==> src/rtl/assert_macros.svh <==
// ----------------------------------------------------------------------------
// Assertion macros
// Shared shorthand for the concurrent checks in the RTL.
// ----------------------------------------------------------------------------
`ifndef ASSERT_MACROS_SVH
`define ASSERT_MACROS_SVH

// Same-cycle implication, sampled on clk, off during reset.
`define ASSERT_IMP(lbl, ante, cons) \
  lbl: assert property (@(posedge clk) disable iff (!rst_n) (ante) |-> (cons)) \
    else $error("assertion failed");

// Next-cycle implication, sampled on clk, off during reset.
`define ASSERT_NXT(lbl, ante, cons) \
  lbl: assert property (@(posedge clk) disable iff (!rst_n) (ante) |=> (cons)) \
    else $error("assertion failed");

`endif

==> src/rtl/cdp_pkg.sv <==
// ----------------------------------------------------------------------------
// cdp_pkg
// Types, codes and helpers shared by the constraint propagator modules.
// ----------------------------------------------------------------------------
package cdp_pkg;

  localparam int NUM_VARS = 16;
  localparam int NUM_CONS = 64;

  // Function codes of an input beat
  localparam logic [1:0] FUNC_LOAD_DOM  = 2'd0;
  localparam logic [1:0] FUNC_LOAD_CONS = 2'd1;
  localparam logic [1:0] FUNC_RUN       = 2'd2;

  // Constraint kinds
  localparam logic [1:0] KIND_ALLDIFF = 2'd0;
  localparam logic [1:0] KIND_ONEOF   = 2'd1;
  localparam logic [1:0] KIND_EXACT   = 2'd2;
  localparam logic [1:0] KIND_ATMOST  = 2'd3;

  // Run status codes
  localparam logic [1:0] ST_SOLVED = 2'd0;
  localparam logic [1:0] ST_OPEN   = 2'd1;
  localparam logic [1:0] ST_UNSOLV = 2'd2;
  localparam logic [1:0] ST_EMPTY  = 2'd3;

  // Config register indexes
  localparam logic CFG_VAR_COUNT  = 1'b0;
  localparam logic CFG_CONS_COUNT = 1'b1;

  typedef struct packed {
    logic [1:0]  func;
    logic [5:0]  slot;
    logic [15:0] domain_mask;
    logic [1:0]  kind;
    logic [3:0]  target_value;
    logic [4:0]  needed_count;
    logic [15:0] member_mask;
  } in_item_t;

  typedef struct packed {
    logic [3:0]  var_index;
    logic [15:0] final_mask;
    logic [1:0]  status;
    logic        last;
  } out_item_t;

  typedef struct packed {
    logic [1:0]  kind;
    logic [3:0]  target;
    logic [4:0]  need;
    logic [15:0] members;
  } cons_t;

  // Controller -> datapath commands
  typedef struct packed {
    logic load_dom;
    logic load_cons;
    logic run_start;
    logic init_push;
    logic pop_rd;
    logic pop_take;
    logic latch_cur;
    logic count_step;
    logic alld_step;
    logic apply;
    logic k_clear;
    logic req_rd;
    logic req_ev;
    logic st_final;
    logic st_empty;
    logic st_unsolv;
    logic emit_step;
  } cmd_t;

  // Datapath -> controller status
  typedef struct packed {
    logic nc_zero;
    logic last_i;
    logic last_k;
    logic depth_zero;
    logic any_empty;
    logic kind_alld;
    logic changed;
    logic dec_unsolv;
    logic dec_apply;
  } stat_t;

  function automatic logic is_single(input logic [15:0] d);
    is_single = (d != 16'd0) && ((d & (d - 16'd1)) == 16'd0);
  endfunction

endpackage

==> src/rtl/cdp_ctrl.sv <==
// ----------------------------------------------------------------------------
// cdp_ctrl
// Sequencer for loads, work-list propagation and result emission.
// ----------------------------------------------------------------------------
`include "assert_macros.svh"

module cdp_ctrl (
  input  logic           clk,
  input  logic           rst_n,
  input  logic           in_valid,
  input  logic [1:0]     in_func,
  output logic           in_ready,
  output logic           out_valid,
  input  logic           out_ready,
  input  cdp_pkg::stat_t stat,
  output cdp_pkg::cmd_t  cmd
);

  localparam logic [3:0] S_IDLE   = 4'd0;
  localparam logic [3:0] S_INIT   = 4'd1;
  localparam logic [3:0] S_CHECK  = 4'd2;
  localparam logic [3:0] S_POPW   = 4'd3;
  localparam logic [3:0] S_CREAD  = 4'd4;
  localparam logic [3:0] S_COUNT  = 4'd5;
  localparam logic [3:0] S_ALLD   = 4'd6;
  localparam logic [3:0] S_DECIDE = 4'd7;
  localparam logic [3:0] S_REQRD  = 4'd8;
  localparam logic [3:0] S_REQEV  = 4'd9;
  localparam logic [3:0] S_EMIT   = 4'd10;

  logic [3:0] state_r, state_nxt;

  // Next state and commands
  always_comb begin
    cmd       = '0;
    state_nxt = state_r;
    in_ready  = 1'b0;
    out_valid = 1'b0;
    case (state_r)
      S_IDLE: begin
        in_ready = 1'b1;
        if (in_valid) begin
          case (in_func)
            cdp_pkg::FUNC_LOAD_DOM:  cmd.load_dom = 1'b1;
            cdp_pkg::FUNC_LOAD_CONS: cmd.load_cons = 1'b1;
            cdp_pkg::FUNC_RUN: begin
              cmd.run_start = 1'b1;
              state_nxt = stat.nc_zero ? S_CHECK : S_INIT;
            end
            default: ;
          endcase
        end
      end
      S_INIT: begin
        cmd.init_push = 1'b1;
        if (stat.last_k) state_nxt = S_CHECK;
      end
      S_CHECK: begin
        if (stat.depth_zero) begin
          cmd.st_final = 1'b1;
          state_nxt = S_EMIT;
        end else if (stat.any_empty) begin
          cmd.st_empty = 1'b1;
          state_nxt = S_EMIT;
        end else begin
          cmd.pop_rd = 1'b1;
          state_nxt = S_POPW;
        end
      end
      S_POPW: begin
        cmd.pop_take = 1'b1;
        state_nxt = S_CREAD;
      end
      S_CREAD: begin
        cmd.latch_cur = 1'b1;
        state_nxt = stat.kind_alld ? S_ALLD : S_COUNT;
      end
      S_COUNT: begin
        cmd.count_step = 1'b1;
        if (stat.last_i) state_nxt = S_DECIDE;
      end
      S_ALLD: begin
        cmd.alld_step = 1'b1;
        if (stat.last_i) begin
          if (stat.changed) begin
            cmd.k_clear = 1'b1;
            state_nxt = S_REQRD;
          end else begin
            state_nxt = S_CHECK;
          end
        end
      end
      S_DECIDE: begin
        if (stat.dec_unsolv) begin
          cmd.st_unsolv = 1'b1;
          state_nxt = S_EMIT;
        end else if (stat.dec_apply) begin
          cmd.apply   = 1'b1;
          cmd.k_clear = 1'b1;
          state_nxt = S_REQRD;
        end else begin
          state_nxt = S_CHECK;
        end
      end
      S_REQRD: begin
        cmd.req_rd = 1'b1;
        state_nxt = S_REQEV;
      end
      S_REQEV: begin
        cmd.req_ev = 1'b1;
        state_nxt = stat.last_k ? S_CHECK : S_REQRD;
      end
      S_EMIT: begin
        out_valid = 1'b1;
        if (out_ready) begin
          cmd.emit_step = 1'b1;
          if (stat.last_i) state_nxt = S_IDLE;
        end
      end
      default: state_nxt = S_IDLE;
    endcase
  end

  always_ff @(posedge clk) begin
    if (!rst_n) begin
      state_r <= S_IDLE;
    end else begin
      state_r <= state_nxt;
    end
  end

  // Input and output sides are never open together
  `ASSERT_IMP(a_excl_hs, in_ready, !out_valid)

endmodule

==> src/rtl/cdp_dp.sv <==
// ----------------------------------------------------------------------------
// cdp_dp
// Domains, constraint table, work stack, queued flags and revision logic.
// ----------------------------------------------------------------------------
`include "assert_macros.svh"

module cdp_dp (
  input  logic                clk,
  input  logic                rst_n,
  input  cdp_pkg::in_item_t   in_data,
  input  logic                cfg_we,
  input  logic                cfg_index,
  input  logic [6:0]          cfg_wdata,
  input  cdp_pkg::cmd_t       cmd,
  output cdp_pkg::stat_t      stat,
  output cdp_pkg::out_item_t  out_data
);

  localparam int NV = cdp_pkg::NUM_VARS;
  localparam int NC = cdp_pkg::NUM_CONS;

  logic [4:0]  vc_r;
  logic [6:0]  cc_r;
  logic [3:0]  nvm1;
  logic [6:0]  nc;
  logic [15:0] use_mask;

  logic [15:0] dom_r   [NV];
  logic [15:0] dom_nxt [NV];

  cdp_pkg::cons_t cons_mem [NC];
  cdp_pkg::cons_t cons_q;
  logic [5:0]  stack_mem [NC];
  logic [5:0]  stack_q;
  logic [6:0]  depth_r;
  logic [NC-1:0] queued_r;

  logic [3:0]  i_r;
  logic [5:0]  k_r;
  logic [4:0]  h_r, s_r;
  logic        changed_r;
  logic [1:0]  status_r;
  logic [1:0]  kind_r;
  logic [3:0]  tgt_r;
  logic [4:0]  need_r;
  logic [15:0] mem_r;

  logic [15:0] tmask, di;
  logic        alld_hit, push, any_empty, any_open;
  logic        dec_unsolv, dec_apply;

  // Clamped counts
  always_comb begin
    if (vc_r == 5'd0)       nvm1 = 4'd0;
    else if (vc_r > 5'd16)  nvm1 = 4'd15;
    else                    nvm1 = 4'(vc_r - 5'd1);
    nc = (cc_r > 7'd64) ? 7'd64 : cc_r;
    for (int j = 0; j < NV; j++) use_mask[j] = (4'(j) <= nvm1);
  end

  // Config registers
  always_ff @(posedge clk) begin
    if (!rst_n) begin
      vc_r <= 5'd16;
      cc_r <= 7'd0;
    end else if (cfg_we) begin
      if (cfg_index == cdp_pkg::CFG_VAR_COUNT) vc_r <= cfg_wdata[4:0];
      else cc_r <= cfg_wdata;
    end
  end

  assign tmask = 16'd1 << tgt_r;
  assign di    = dom_r[i_r];

  // Domain updates: load, all-different elimination, forced assignment or target removal
  always_comb begin
    alld_hit = 1'b0;
    for (int j = 0; j < NV; j++) dom_nxt[j] = dom_r[j];
    if (cmd.load_dom && in_data.slot[5:4] == 2'd0)
      dom_nxt[in_data.slot[3:0]] = in_data.domain_mask;
    if (cmd.alld_step && mem_r[i_r] && cdp_pkg::is_single(di)) begin
      for (int j = 0; j < NV; j++) begin
        if (mem_r[j] && !cdp_pkg::is_single(dom_r[j]) && ((dom_r[j] & di) != 16'd0)) begin
          dom_nxt[j] = dom_r[j] & ~di;
          alld_hit = 1'b1;
        end
      end
    end
    if (cmd.apply) begin
      for (int j = 0; j < NV; j++) begin
        if (mem_r[j] && ((dom_r[j] & tmask) != 16'd0)) begin
          if (kind_r != cdp_pkg::KIND_ATMOST) dom_nxt[j] = tmask;
          else if (!cdp_pkg::is_single(dom_r[j])) dom_nxt[j] = dom_r[j] & ~tmask;
        end
      end
    end
  end

  always_ff @(posedge clk) begin
    for (int j = 0; j < NV; j++) dom_r[j] <= dom_nxt[j];
  end

  // Empty / open scan over variables in use
  always_comb begin
    any_empty = 1'b0;
    any_open  = 1'b0;
    for (int j = 0; j < NV; j++) begin
      if (use_mask[j] && dom_r[j] == 16'd0) any_empty = 1'b1;
      if (use_mask[j] && dom_r[j] != 16'd0 && !cdp_pkg::is_single(dom_r[j])) any_open = 1'b1;
    end
  end

  // Revision decision from holder counts
  always_comb begin
    dec_unsolv = 1'b0;
    dec_apply  = 1'b0;
    case (kind_r)
      cdp_pkg::KIND_ONEOF: begin
        dec_unsolv = (h_r == 5'd0);
        dec_apply  = (h_r == 5'd1) && (s_r == 5'd0);
      end
      cdp_pkg::KIND_EXACT: begin
        dec_unsolv = (h_r < need_r);
        dec_apply  = (s_r != h_r) && (h_r == need_r);
      end
      cdp_pkg::KIND_ATMOST: begin
        dec_apply  = (h_r > need_r) && (s_r == need_r);
      end
      default: ;
    endcase
  end

  // Push on initial fill or on re-queue of a sharing constraint
  assign push = cmd.init_push ||
                (cmd.req_ev && ((cons_q.members & mem_r) != 16'd0) &&
                 !queued_r[k_r] && (depth_r < 7'd64));

  // Constraint table: one write, one registered read
  always_ff @(posedge clk) begin
    if (cmd.load_cons) begin
      cons_mem[in_data.slot] <= '{kind: in_data.kind, target: in_data.target_value,
                                  need: in_data.needed_count, members: in_data.member_mask};
    end
    if (cmd.pop_take)    cons_q <= cons_mem[stack_q];
    else if (cmd.req_rd) cons_q <= cons_mem[k_r];
  end

  // Work stack memory
  always_ff @(posedge clk) begin
    if (push) stack_mem[depth_r[5:0]] <= k_r;
    if (cmd.pop_rd) stack_q <= stack_mem[6'(depth_r - 7'd1)];
  end

  // Stack depth, queued flags, counters
  always_ff @(posedge clk) begin
    if (!rst_n) begin
      depth_r  <= '0;
      queued_r <= '0;
      k_r      <= '0;
      i_r      <= '0;
      status_r <= cdp_pkg::ST_SOLVED;
    end else begin
      if (cmd.run_start) begin
        depth_r  <= '0;
        queued_r <= '0;
      end else if (push) begin
        depth_r <= depth_r + 7'd1;
        queued_r[k_r] <= 1'b1;
      end else if (cmd.pop_rd) begin
        depth_r <= depth_r - 7'd1;
      end else if (cmd.pop_take) begin
        queued_r[stack_q] <= 1'b0;
      end

      if (cmd.run_start || cmd.k_clear)       k_r <= '0;
      else if (cmd.init_push || cmd.req_ev)   k_r <= k_r + 6'd1;

      if (cmd.latch_cur || cmd.st_final || cmd.st_empty || cmd.st_unsolv)
        i_r <= '0;
      else if (cmd.count_step || cmd.alld_step || cmd.emit_step)
        i_r <= i_r + 4'd1;

      if (cmd.st_empty)       status_r <= cdp_pkg::ST_EMPTY;
      else if (cmd.st_unsolv) status_r <= cdp_pkg::ST_UNSOLV;
      else if (cmd.st_final)
        status_r <= any_empty ? cdp_pkg::ST_EMPTY :
                    (any_open ? cdp_pkg::ST_OPEN : cdp_pkg::ST_SOLVED);
    end
  end

  // Current constraint and revision accumulators
  always_ff @(posedge clk) begin
    if (cmd.latch_cur) begin
      kind_r    <= cons_q.kind;
      tgt_r     <= cons_q.target;
      need_r    <= cons_q.need;
      mem_r     <= cons_q.members & use_mask;
      h_r       <= '0;
      s_r       <= '0;
      changed_r <= 1'b0;
    end else begin
      if (cmd.count_step && mem_r[i_r] && ((di & tmask) != 16'd0)) begin
        h_r <= h_r + 5'd1;
        if (cdp_pkg::is_single(di)) s_r <= s_r + 5'd1;
      end
      if (alld_hit) changed_r <= 1'b1;
    end
  end

  // Status to controller
  always_comb begin
    stat.nc_zero    = (nc == 7'd0);
    stat.last_i     = (i_r == nvm1);
    stat.last_k     = ({1'b0, k_r} == 7'(nc - 7'd1));
    stat.depth_zero = (depth_r == 7'd0);
    stat.any_empty  = any_empty;
    stat.kind_alld  = (cons_q.kind == cdp_pkg::KIND_ALLDIFF);
    stat.changed    = changed_r || alld_hit;
    stat.dec_unsolv = dec_unsolv;
    stat.dec_apply  = dec_apply;
  end

  assign out_data.var_index  = i_r;
  assign out_data.final_mask = di;
  assign out_data.status     = status_r;
  assign out_data.last       = (i_r == nvm1);

  `ASSERT_IMP(a_no_pop_empty, cmd.pop_rd, depth_r != 7'd0)
  `ASSERT_IMP(a_push_room, push, depth_r < 7'd64)
  `ASSERT_NXT(a_push_grows, push && !cmd.run_start, depth_r == $past(depth_r) + 7'd1)

endmodule

==> src/rtl/constraint_domain_propagator.sv <==
// ----------------------------------------------------------------------------
// constraint_domain_propagator
// Arc-consistency style propagator over 16 bitmask domains, 64 constraints.
// ----------------------------------------------------------------------------
// Usage:
//   Input channel (in_valid/in_ready, in_data) carries load and run beats.
//   A domain or constraint load yields no result beat.
//   A run beat fills the work list with every loaded constraint, then
//   pops and revises constraints one at a time: each pop reads the stack
//   and then the constraint table, scans the variables in use, and a
//   revision that changes a domain walks the loaded constraints to re-queue
//   neighbors. Run time is data dependent; the shared stack and table read
//   ports and the one-variable-per-cycle revision scan set it.
//   The result channel (out_valid/out_ready, out_data) then gives one beat
//   per variable in use, last set on the final one; a stalled receiver
//   simply holds the current beat. One item is handled at a time: in_ready
//   is low from a run beat until its last result beat is taken.
//   Config port (cfg_we, cfg_index, cfg_wdata) writes var_count (index 0)
//   and constraint_count (index 1); write only while idle (not enforced).
//   Reset (rst_n low, synchronous) returns to idle with var_count 16,
//   constraint_count 0 and an empty work list; domains and constraints
//   hold no defined value until loaded.
// ----------------------------------------------------------------------------
module constraint_domain_propagator (
  input  logic               clk,
  input  logic               rst_n,
  input  logic               in_valid,
  output logic               in_ready,
  input  cdp_pkg::in_item_t  in_data,
  output logic               out_valid,
  input  logic               out_ready,
  output cdp_pkg::out_item_t out_data,
  input  logic               cfg_we,
  input  logic               cfg_index,
  input  logic [6:0]         cfg_wdata
);

  cdp_pkg::cmd_t  cmd;
  cdp_pkg::stat_t stat;

  cdp_ctrl u_ctrl (
    .clk       (clk),
    .rst_n     (rst_n),
    .in_valid  (in_valid),
    .in_func   (in_data.func),
    .in_ready  (in_ready),
    .out_valid (out_valid),
    .out_ready (out_ready),
    .stat      (stat),
    .cmd       (cmd)
  );

  cdp_dp u_dp (
    .clk       (clk),
    .rst_n     (rst_n),
    .in_data   (in_data),
    .cfg_we    (cfg_we),
    .cfg_index (cfg_index),
    .cfg_wdata (cfg_wdata),
    .cmd       (cmd),
    .stat      (stat),
    .out_data  (out_data)
  );

endmodule

==> config.mk <==
export PLATFORM = sky130hd
export DESIGN_NAME = constraint_domain_propagator
export DESIGN_NICKNAME = d
export VERILOG_FILES = /design/src/rtl/cdp_pkg.sv /design/src/rtl/cdp_ctrl.sv /design/src/rtl/cdp_dp.sv /design/src/rtl/constraint_domain_propagator.sv
export VERILOG_INCLUDE_DIRS = /design/src /design/src/rtl
export SDC_FILE = /design/constraint.sdc
export NUM_CORES = 2
export LEC_CHECK = 0
export ABC_CLOCK_PERIOD_IN_PS = 9500
export BUFFER_PORTS_ARGS = -buffer_cell sky130_fd_sc_hd__clkbuf_2
export CAP_MARGIN = 5
export CELL_PAD_IN_SITES_DETAIL_PLACEMENT = 1
export CELL_PAD_IN_SITES_GLOBAL_PLACEMENT = 2
export CORE_ASPECT_RATIO = 0.5
export CORE_UTILIZATION = 45
export CTS_CLUSTER_SIZE = 14
export DETAILED_ROUTE_END_ITERATION = 10
export PLACE_DENSITY_LB_ADDON = 0.1
export SETUP_SLACK_MARGIN = 0.3
export SYNTH_ARGS = -nofsm -noshare
export SYNTH_HDL_FRONTEND = slang
export SYNTH_SLANG_ARGS = --single-unit
==> constraint.sdc <==
create_clock -name clk -period 9.5 [get_ports clk]
set_input_delay 0.475 -clock clk [delete_from_list [all_inputs] [get_ports clk]]
set_output_delay 0.475 -clock clk [all_outputs]
set_load 0.005 [all_outputs]
; ---- After elaboration in Yosys (flattened, before gate mapping)
; Memory sizes are Yosys's and may differ from the RTL's. A register that Yosys moved wholly into a read port is not among the register bits.
; Cells that the tools add are included.
[op_classes]
add_sub_neg = 25
order_cmp = 28
eq_ne = 30
shift = 1
n_mux = 199
bitwise_logic = 92
reduce_logical = 258
[op_table]
columns = cell, count
row1 = 16-bit AND, 84
row2 = 16-bit 2-to-1 mux, 65
row3 = 16-bit nonzero test, 51
row4 = 256-bit 2-to-1 mux, 3
row5 = 16-bit zero test, 33
row6 = 16-bit by 1-bit subtractor with 16-bit output (second input constant), 17
row7 = 256-bit bitwise mux, 1
row8 = 64-bit 2-to-1 mux, 3
row9 = 1-bit logical AND, 127
row10 = 1-bit 2-to-1 mux, 83
row11 = 4-bit 2-to-1 mux, 17
row12 = 64-bit AND, 1
row13 = 16-bit demux with 4-bit select, 1
row14 = 64-bit NOT, 1
row15 = 64-bit OR, 1
row16 = 27-bit 2-to-1 mux, 2
row17 = 4-bit case mux with 11 select lines, 1
row18 = 4-bit less-or-equal comparator (first input constant), 8
row19 = 16-bit NOT, 2
row20 = 7-bit 2-to-1 mux, 3
row21 = 2-bit 2-to-1 mux, 9
row22 = 1-bit zero test, 17
row23 = 4-bit by 3-bit == test with 1-bit output (second input constant), 4
row24 = 3-bit by 4-bit less-or-equal comparator with 1-bit output (first input constant), 4
row25 = other kinds (50), 95
[totals]
reg_bits = 164
ramBits = 2368
in_bits = 64
output_inout_bits = 25
elab_cells = 655
mem_count = 3
[mem_list]
columns = memory, words, word_bits, rd, rd_clocked_by_memory_dff, write_ports, line
row1 = u_dp.cons_mem, 64, 27, 2, 1, 1, cdp_dp.sv:31  ; cdp_pkg::cons_t cons_mem [NC];
row2 = u_dp.stack_mem, 64, 6, 1, 1, 1, cdp_dp.sv:33  ; logic [5:0] stack_mem [NC];
row3 = u_dp.dom_r, 16, 16, 17, 1, 16, cdp_dp.sv:28  ; logic [15:0] dom_r [NV];

; ---- Depth between registers and ports, before layout
; An unclocked memory read counts as a cell.
[logic_depth]
word_depth = 32
ltp_mapped = 21
ltp_nobuf = 14

; ---- Cells and area by module
; Synthesis repeated with hierarchy kept, for this count alone.
[unflattened]
hier_cells = 9113
hier_area_um2 = 125535.4
[by_module_without_submodules]
columns = module, n_inst, cells_each, area_per_inst_um2
row1 = cdp_dp, 1, 9032, 124946.1
row2 = cdp_ctrl, 1, 81, 589.3

; ---- Worst setup path before layout
; Ideal clock, no wire load.
[synth_timing]
path_type = reg2reg
from = reg u_dp.k_r[1]
to = mem u_dp.stack_mem[15][0], enable pin
setup_ns = 0.350
arrival_time_ns = 4.253
required_time_ns = 9.150
slack_ns = 4.897
stages_incl_launch_ff = 10
n_path_buf = 2
synth_period_minus_slack_ns = 4.603
path_cell_list = dfxtp_1 -> buf_2 -> mux4_2 -> mux2_2 -> a221o_1 -> o32ai_1 -> and2_0 -> clkbuf_1 -> nand3_1 -> nor2_1
[synth_via]
elab_chain_cells = 8
[synth_rtl]
columns = element, line
row1 = start: declaration, cdp_dp.sv:39  ; logic [5:0] k_r;
row2 = start signal: assignment, cdp_dp.sv:176  ; else if (cmd.init_push || cmd.req_ev) k_r <= k_r + 6'd1;
row3 = 1-bit binary-select mux with 6-bit select, cdp_dp.sv:136  ; !queued_r[k_r] && (depth_r < 7'd64));
row4 = 1-bit 2-to-1 mux (implied by the code), cdp_dp.sv:136
row5 = 1-bit zero test, cdp_dp.sv:136
row6 = 1-bit logical AND, cdp_dp.sv:135  ; (cmd.req_ev && ((cons_q.members & mem_r) != 16'd0) &&
row7 = 1-bit logical AND, cdp_dp.sv:136
row8 = 1-bit logical OR, cdp_dp.sv:134  ; assign push = cmd.init_push ||
row9 = 1-bit 2-to-1 mux, cdp_dp.sv:150  ; if (push) stack_mem[depth_r[5:0]] <= k_r;
row10 = 1-bit 2-to-1 mux (implied by the code), cdp_dp.sv:150
row11 = end: declaration, cdp_dp.sv:33
; No other way between the ends. The select of a mux whose other input is x is not followed.

==> implementation parameters <==
Parameter                              Value

Status
  Outcome ... finished, final reports clean

Synthesis
  Number of instances in the synthesized netlist ... a little over 9000
  Sequential area share after synthesis ... approximately three fifths
  Share of the synthesized area in the top cell type ... a little over half
  Post-synthesis cell type with the largest combined area ... sky130_fd_sc_hd__edfxtp_1
  Post-synthesis cell area ... between 100000 and 150000 µm²
  Number of synthesized flops with an enable pin ... approximately 2200
  Mean instance size in the synthesized netlist ... roughly 14 µm²
  Dominant register cell in the synthesized netlist ... sky130_fd_sc_hd__edfxtp_1
  Synth unique cells ... between 100 and 150
  Yosys reg bits ... ~2500
  Async S/R FF share, synth ... 0%
  Number of warnings printed during yosys synthesis ... 0
  Most common cell in the synthesized netlist ... sky130_fd_sc_hd__edfxtp_1
  Post-synth top cells ... 2172 x sky130_fd_sc_hd__edfxtp_1, 771 x sky130_fd_sc_hd__a22oi_1, 738 x sky130_fd_sc_hd__mux4_2, 709 x sky130_fd_sc_hd__clkbuf_1, 554 x sky130_fd_sc_hd__nand2_1
  Top cells by area, synth ... sky130_fd_sc_hd__edfxtp_1 52%, sky130_fd_sc_hd__mux4_2 13%, sky130_fd_sc_hd__dfxtp_1 6.0%
  Synthesized net count ... between 9000 and 10000

Routing
  Detailed Routing Iterations Pass 1 ... 9
  Per-cell routed wire length ... between 40 and 50 µm
  Final ANT Viol Nets ... 0
  DRC ... 0
  Vias per inst ... roughly 7.6
  Starting DRT DRC Count ... around 17000
  Routed WL ... ~590000 µm
  Total via count after detailed routing ... about 99000

Cells and area
  Final Non-Filler Cells ... 12900
  Final Net Count ... a little over 9000
  Share of layout cells above drive strength 1 ... a little under a fifth
  Synthesis-to-finish area growth ... 10.2%
  Total of fill cells in the finished design ... 26900

Power
  Peak supply drop ... 0.166 mV
  Reported leakage power ... approximately 0.042 µW
  Power density over the cells ... about 210 nW/µm²

Worst setup path
  Cell type group with the largest total delay on the critical path ... simple AND/OR/NAND/NOR gates
  Data required time of the critical path ... between 10000 and 15000 ps
  Buf+Inv Stages, Crit Path ... 2
  Capturing element type of the critical path ... flip-flop
  Cell Chain, Critical Path ... buf_4 -> mux4_2 -> or2_0 -> and2_4 -> nor2_4 -> inv_2 -> or3_4 -> a2111oi_0 -> a211o_1 -> nand3_1 -> nor2_2 -> nand3_1 -> o2111ai_1 -> nand4_1
  CP arrival ... between 8000 and 9000 ps
  Maximum fanout encountered on the critical timing path ... 36
  Critical Path Most Common Cell ... sky130_fd_sc_hd__nand3_1
  Classification of the worst setup path ... flip-flop to flip-flop
  Largest stage delay on the critical path ... 1120 ps
  Worst Setup Start Kind ... flip-flop
  Standard cell with the maximum stage delay on the critical path ... sky130_fd_sc_hd__nor2_2

Global route
  Via count of the first global-routing pass ... ~94000
  Pin count of the biggest net entering global routing ... around 130
  Number of antenna violations at the first check in global routing ... 71
  Global-route usage over all layers ... 40.7%
  Wire length of the first global-routing pass ... 795000 µm
  Residual overflow from global routing ... 0

Placement
  Final weighted congestion of routability-driven global placement ... between 1 and 1.5
  Placed cells ... roughly 12000
  I/O Buffers ... between 80 and 90
  Placed wire-length estimate ... about 350000 µm

Clock tree
  Clock insertion delay at the later pin of the skew report ... between 900 and 1000 ps
  Clock sink count ... between 2000 and 3000
  Root buffer cell ... sky130_fd_sc_hd__clkbuf_16
  Clock edge transition at the registers on the reported setup and hold paths ... ~80 ps
  Clock tree from TritonCTS ... built
  TritonCTS Buffers ... between 200 and 250
  CTS Buffer Depth ... 4
  CTS H-tree lvls ... 4

Timing
  Unrepaired setup endpoints after global routing ... no
  Sum of negative setup slack ... 0 ps
  Highest Clock Rate ... ~130 MHz
  Final slew viol count ... 0
  Tcrit/Tclk final ... between 80% and 90%
  Final min period ... 7610 ps
  Worst max-slew margin expressed relative to the limit ... 3.04%
  Slew at the pin closest to its max-slew limit ... between 1000 and 1500 ps
  Final setup violation count ... 0
  Final Hold Viols ... 0
  Fin Clk Skew ... 92.5 ps

Floorplanning
  Std-Cell Rows ... around 140
  Y dimension of the die ... ~370 µm
  Die Footprint ... about 280000 µm²
  I/O Pins ... 89
  Die width ... between 700 and 800 µm
  Area of the core ... approximately 280000 µm²
  Starting utilization of the core area ... 45.4%

Worst hold path
  HP Start ... in_data[10]
  Worst Hold Class ... input port to flip-flop

Flow run
  Max Cap Viol ... 0
-- per-layer routing --
layer | wire (µm) | global-route usage (%) | vias to the layer above
li1 | - | - | 37500
met1 | 225000 | 55.6 | 51600
met2 | 248000 | 58.8 | 7758
met3 | 75700 | 12.4 | 1718
met4 | 36900 | 21.3 | 34
met5 | 361 | 0.357 | -
-- worst register-to-register path, cell delays in order, from the launching register on --
cell	delay, ps
sky130_fd_sc_hd__dfxtp_4	740
sky130_fd_sc_hd__buf_4	590
sky130_fd_sc_hd__mux4_2	620
sky130_fd_sc_hd__or2_0	230
sky130_fd_sc_hd__and2_4	190
sky130_fd_sc_hd__nor2_4	600
sky130_fd_sc_hd__inv_2	490
sky130_fd_sc_hd__or3_4	540
sky130_fd_sc_hd__a2111oi_0	300
sky130_fd_sc_hd__a211o_1	180
sky130_fd_sc_hd__nand3_1	170
sky130_fd_sc_hd__nor2_2	1130
sky130_fd_sc_hd__nand3_1	1010
sky130_fd_sc_hd__o2111ai_1	510
sky130_fd_sc_hd__nand4_1	130
-- path summary, 6_finish.rpt --
check	to	slack [ps]	cells past startpoint
min reg2reg	u_dp.tgt_r[2]	410	0
min	u_dp.cons_mem[24][10]	30	1
max	u_dp.dom_r[13][15]	1890	14
max reg2reg	u_dp.dom_r[13][15]	1890	14
-- report_power, final --
part	leakage [µW]	internal [µW]	switching [µW]	total (µW)
logic	0.0161	2390	3470	5860
registers	0.0227	12400	666	13100
clock network	0.00349	5020	4440	9470
total	0.0422	19900	8580	28400
-- cells by family (layout without fill, tap and decap cells) --
| group | Yosys count | count (layout) | share of synthesized area (%) |
|---|---|---|---|
| adder cells (fa/ha/maj) | 52 | 52 | 0.461 |
| other | 0 | 35 | 0 |
| XOR/XNOR | 58 | 58 | 0.407 |
| flip-flops | 2548 | 2548 | 58.2 |
| AND/OR/NAND/NOR | 2133 | 2133 | 8.44 |
| buffers and inverters | 1001 | 980 | 3.16 |
| multiplexers | 876 | 876 | 14.4 |
| AO/OA/AOI/OAI | 2584 | 2584 | 14.9 |
-- through the flow --
step / power [µW] / instance area (µm²) / util (%) / hold slack [ps] / worst slack [ps]
final: 28400 / 138000 / 50.0 / 31.1 / 1890
after global routing: 29000 / 138000 / 50.0 / 7.42 / 1990
after CTS: 28300 / 138000 / 49.9 / 117 / 2460
after detailed placement: 19000 / 130000 / 47.3 / 406 / 2610
after global placement: 18900 / 130000 / 47.3 / 400 / 2540
after floorplan: 16600 / 125000 / - / 400 / 4900
-- sequential cells by signal (all words and copies together) (netlist names), 4 cells and up, named ones only --
register,cells
u_dp.cons_mem,1728
u_dp.stack_mem,384
u_dp.dom_r,256
u_dp.queued_r,64
u_dp.cons_q,27
u_dp.mem_r,16
u_dp.cc_r,7
u_dp.depth_r,7
u_dp.k_r,6
u_dp.stack_q,6
u_dp.h_r,5
u_dp.need_r,5
u_dp.s_r,5
u_dp.vc_r,5
u_ctrl.state_r,4
u_dp.i_r,4
u_dp.tgt_r,4
-- repair_timing --
action                                 CTS  global route
endpoints found under the hold margin   14             0
resized for setup                        0             0
hold buffers                            16             0
buffers inserted                         0             0
-- layout make-up --
type                    instances  area (µm²)  share of cell area, %
diodes                         35        87.6                 0.0636
clock buffers                 314        6310                   4.58
clock inverters                94         893                  0.649
inverters                      79         297                  0.215
multi-input cells            5703       48900                   35.5
flip-flops and latches       2548       72800                   52.9
well taps                    3657        4580                   3.32
repair buffers                493        3780                   2.75
-- layout by cell type (no fill, tap or decap), drive strengths merged, types with 68 or more instances in the layout --
master / count
nor3: 114
o211ai: 161
a31oi: 68
nand2: 555
nand3: 162
inv: 84
mux4: 738
a22o: 210
o21ai: 387
buf: 389
nor2: 557
and2: 84
a21oi: 308
mux2i: 130
edfxtp: 2172
nand4: 212
dfxtp: 376
a22oi: 776
a221oi: 280
and3: 151
clkbuf: 402
Power figures use the tool's default switching activity.
